**config.mk**
```make
export PLATFORM = sky130hd
export DESIGN_NAME = tfc_ctrl
export DESIGN_NICKNAME = d
export VERILOG_FILES = /design/src/rtl/core/tfc_pkg.sv /design/src/rtl/core/tfc_ctrl.sv
export SDC_FILE = /design/constraint.sdc
export NUM_CORES = 1
export LEC_CHECK = 0
export BUFFER_PORTS_ARGS = -buffer_cell sky130_fd_sc_hd__buf_2
export CORE_AREA = 5 5 42 44
export CTS_CLUSTER_DIAMETER = 30
export DETAILED_ROUTE_END_ITERATION = 7
export DIE_AREA = 0 0 47 49
export PLACE_DENSITY_LB_ADDON = 0.2
export SETUP_SLACK_MARGIN = 0.05
export SLEW_MARGIN = 20
export SYNTH_ARGS = -nofsm -noshare
export SYNTH_HDL_FRONTEND = slang
export SYNTH_SLANG_ARGS = --single-unit
```
**constraint.sdc**
```tcl
create_clock -name clk -period 1.25 [get_ports clk]
set_input_delay 0.25 -clock clk [delete_from_list [all_inputs] [get_ports clk]]
set_output_delay 0.25 -clock clk [all_outputs]
set_load 0.01 [all_outputs]
```
**src/rtl/core/tfc_pkg.sv**
```systemverilog
`timescale 1ns / 1ps

package tfc_pkg;

  localparam int TABLE_ENTRIES_DEF = 32;

  localparam int SLOT_W  = 5;
  localparam int COUNT_W = 64;
  localparam int ADDRS_W = 64;
  localparam int PORTS_W = 32;

  localparam logic [7:0] PROTO_TCP = 8'd6;

  localparam logic [1:0] ST_UNTRACKED = 2'd0;
  localparam logic [1:0] ST_HIT       = 2'd1;
  localparam logic [1:0] ST_INSERTED  = 2'd2;
  localparam logic [1:0] ST_FULL      = 2'd3;

  typedef struct packed {
    logic        is_ipv4;
    logic [7:0]  l4_proto;
    logic [31:0] src_addr;
    logic [31:0] dst_addr;
    logic [15:0] l4_sport;
    logic [15:0] l4_dport;
  } in_item_t;

  typedef struct packed {
    logic [1:0]         status;
    logic [SLOT_W-1:0]  slot;
    logic [COUNT_W-1:0] packet_count;
  } out_item_t;

  // Commands from the controller to the datapath.
  typedef struct packed {
    logic       load_key;
    logic       clr_idx;
    logic       inc_idx;
    logic       rd;
    logic       wr_hit;
    logic       wr_ins;
    logic       emit;
    logic [1:0] status;
  } ctrl_cmd_t;

  // Status from the datapath to the controller.
  typedef struct packed {
    logic is_tcp;
    logic match;
    logic scan_done;
    logic full;
  } dp_status_t;

endpackage

```
**src/rtl/core/tfc_ctrl.sv**
```systemverilog
`timescale 1ns / 1ps

module tfc_ctrl (
  input  logic                clk,
  input  logic                rst_n,
  input  logic                start,
  input  tfc_pkg::dp_status_t dp_st,
  output tfc_pkg::ctrl_cmd_t  cmd,
  output logic                busy
);
  import tfc_pkg::*;

  localparam logic [1:0] S_IDLE = 2'd0;
  localparam logic [1:0] S_SCAN = 2'd1;
  localparam logic [1:0] S_CMP  = 2'd2;

  logic [1:0] state_r;
  logic [1:0] state_nxt;

  assign busy = (state_r != S_IDLE);

  always_comb begin
    cmd       = '0;
    cmd.status = ST_UNTRACKED;
    state_nxt = state_r;
    unique case (state_r)
      S_IDLE: begin
        if (start) begin
          if (dp_st.is_tcp) begin
            cmd.load_key = 1'b1;
            cmd.clr_idx  = 1'b1;
            state_nxt    = S_SCAN;
          end else begin
            cmd.emit   = 1'b1;
            cmd.status = ST_UNTRACKED;
          end
        end
      end
      S_SCAN: begin
        if (dp_st.scan_done) begin
          cmd.emit = 1'b1;
          if (dp_st.full) begin
            cmd.status = ST_FULL;
          end else begin
            cmd.status = ST_INSERTED;
            cmd.wr_ins = 1'b1;
          end
          state_nxt = S_IDLE;
        end else begin
          cmd.rd    = 1'b1;
          state_nxt = S_CMP;
        end
      end
      S_CMP: begin
        if (dp_st.match) begin
          cmd.wr_hit = 1'b1;
          cmd.emit   = 1'b1;
          cmd.status = ST_HIT;
          state_nxt  = S_IDLE;
        end else begin
          cmd.inc_idx = 1'b1;
          state_nxt   = S_SCAN;
        end
      end
      default: begin
        state_nxt = S_IDLE;
      end
    endcase
  end

  always_ff @(posedge clk) begin
    if (!rst_n) begin
      state_r <= S_IDLE;
    end else begin
      state_r <= state_nxt;
    end
  end

endmodule

```
==> reports/summary.txt <==
Die height - 49 um
Syn_nets - 31
Slew Limit Headroom - 89.3%
Largest Register - state_r
Pwr Density - 831 mW/mm2
Initial antenna violation count - 0
Sequential area share after synthesis - 22.2%
Layout cells sized above 1 - 65.1%
Failing checks - setup timing
Min Clock Period, post-route - 1350 ps
Post-Syn Area - 180 um2
Worst skew pair latency - 220 ps
Post-Syn Instances - 24
Syn-to-layout area delta - 79.9%
FF+latch count, synth - 2
First-pass GRT wire length - 897 um
Final Hold Viols - 0
Grt total ovfl - 0
# DRC - 0
Routed vias - 220
GPL Wtd Cong - 0.588
DP Area - 268 um2
CTS H-tree depth - 1
Final clock skew - 1.32 ps
Yosys top cell area share - 22.2%
Fill cells - 175
Antenna cells - 0
Leakage - 0.181 nW
Root buf cell - clkbuf_4
Crit. End Element - primary output
# IOs - 17
Hold Path Class - in -> reg
Worst setup startpoint - state_r[1]
Syn avg cell area - 7.51 um2
Clock Pin Slew Worst Setup and Hold Paths - 30 ps
CP max FO - 5
Largest regs - state_r: 2 flops
Multi-input logic area - 128 um2
Post-CTS Hold Buffers - 0
Area leader, netlist - dfxtp_1
Largest net degree at the start of global routing - 8
Vias in the first global route - 243
Top cells by area, synth - dfxtp_1, nand2b_1, nand3b_1, buf_4, nor3b_2
CP Data Required Time - 1000 ps
TritonRoute pass-1 iters - 2
Antenna-violating nets left - 0
Num CTS Buffers - 3
Die area - 0.00230 mm2
Nets@finish - 52
Port-buffer cells - 16
Final instance area - 324 um2
CTS max path bufs - 2
RSZ-0062 raised after global routing - yes
Initial DRC count - 2
Hold wc startpoint - dp_st[1]
Initial Util - 12.9%
FP Rows - 14
Slew @ Worst Pin - 161 ps
WP data arrival - 1100 ps
Peak VDD IR - 248 uV
Worst reg2reg startpoint - state_r[1]
Num Clock Sinks - 2
CTS tree - done
Setup Crit Path Kind - reg -> out
Max reg flops - 2
Fin util - 23.1%
Crit start category - flop
Post-route worst setup slack - -98.4 ps
MaxCap Viol Count - 0
DP Wirelength - 435 um
Peak Freq - 742 MHz
Synth warnings - 0
Die Width - 47 um
Final Max Tran Viols - 0
Synth cell types - 13
WL/cell - 9.36 um
Outcome - finished, violations left
GRT Overall Usage - 5.41%
Core Box Area - 0.00140 mm2
Via/cell ratio - 3.73
Final setup vio count - 7
Reg area - 47.5 um2
WL final - 552 um
Final Cycle Share - 108%
==> kinds of logic (layout without fill, tap and decap cells) <==
family	Yosys count	in the layout	synth area share, %
simple gates	15	15	52.8
buf+inv	4	23	12.5
compound gates	3	3	12.5
flops	2	2	22.2
==> timing repair <==
action                                  in CTS  in global routing
pin swaps                                    3                  2
endpoints found under the setup margin      10                 10
setup buffers                                1                  1
resized for setup                            3                  3
hold endpoints to repair                     0                  0
==> Yosys cell counts <==
| cell | number |
|---|---|
| nand2b_1 | 4 |
| nand3b_1 | 3 |
| nor2_1 | 3 |
| buf_4 | 2 |
| dfxtp_1 | 2 |
| inv_1 | 2 |
| nand2_1 | 2 |
| a21oi_1 | 1 |
| nor3b_1 | 1 |
| nor3b_2 | 1 |
| o211ai_2 | 1 |
| o21ai_1 | 1 |
| or2_4 | 1 |
==> cells in the final DEF, fill, tap and decap left out <==
master | Yosys | final
a21oi_1 | 1 | 1
buf_2 | 0 | 16
buf_4 | 2 | 1
buf_6 | 0 | 1
clkbuf_4 | 0 | 3
dfxtp_4 | 0 | 2
inv_1 | 2 | 2
nand2_1 | 2 | 2
nand2b_1 | 4 | 3
nand2b_4 | 0 | 1
nand3b_1 | 3 | 3
nor2_1 | 3 | 2
nor2_2 | 0 | 1
nor3b_1 | 1 | 1
nor3b_2 | 1 | 1
o211ai_2 | 1 | 1
o21ai_1 | 1 | 1
or2_4 | 1 | 1
==> stage by stage <==
stage | TNS, ps | hold slack [ps] | total power, mW | worst slack (ps) | std cells
2_1_floorplan | 0 | 321 | 0.101 | 84.6 | 24
3_3_place_gp | 0 | 483 | 0.126 | 108 | 54
3_5_place_dp | 0 | 474 | 0.126 | 94.4 | 54
4_1_cts | -385 | 223 | 0.285 | -95.7 | 58
5_1_grt | -830 | 239 | 0.295 | -145 | 59
6_report | -330 | 233 | 0.269 | -98.4 | 59
==> path summary, 6_finish.rpt <==
kind	to	slack, ps	cells past startpoint
max reg2reg	state_r[0]	400	3
min	state_r[1]	230	2
min reg2reg	state_r[0]	530	2
max	cmd[2]	-100	3
==> metal layers <==
| metal | part of all wire, % | global-route usage (%) | up-vias |
|---|---|---|---|
| li1 | - | - | 116 |
| met1 | 45 | 6.78 | 93 |
| met2 | 46 | 7.01 | 11 |
| met3 | 9.1 | 1.11 | 0 |
| met4 | 0 | 5.53 | 0 |
| met5 | 0 | 0 | - |
==> critical path, cell delays in order, from the launching register on <==
cell and delay [ps]:
dfxtp_4 340, or2_4 260, o211ai_2 120, buf_2 150
==> power by group <==
| group | total (mW) | switching (mW) | internal, mW |
|---|---|---|---|
| clock | 0.142 | 0.0360 | 0.106 |
| sequential | 0.0661 | 0.00240 | 0.0637 |
| combinational | 0.0613 | 0.0295 | 0.0318 |
==> layout make-up <==
class,instances,share of cell area [%]
inverters,2,2.32
clock buffers,3,6.95
flip-flops and latches,2,14.7
well taps,16,6.18
repair buffers,18,30.5
multi-input cells,18,39.4
(Power assumes the default switching activity.)
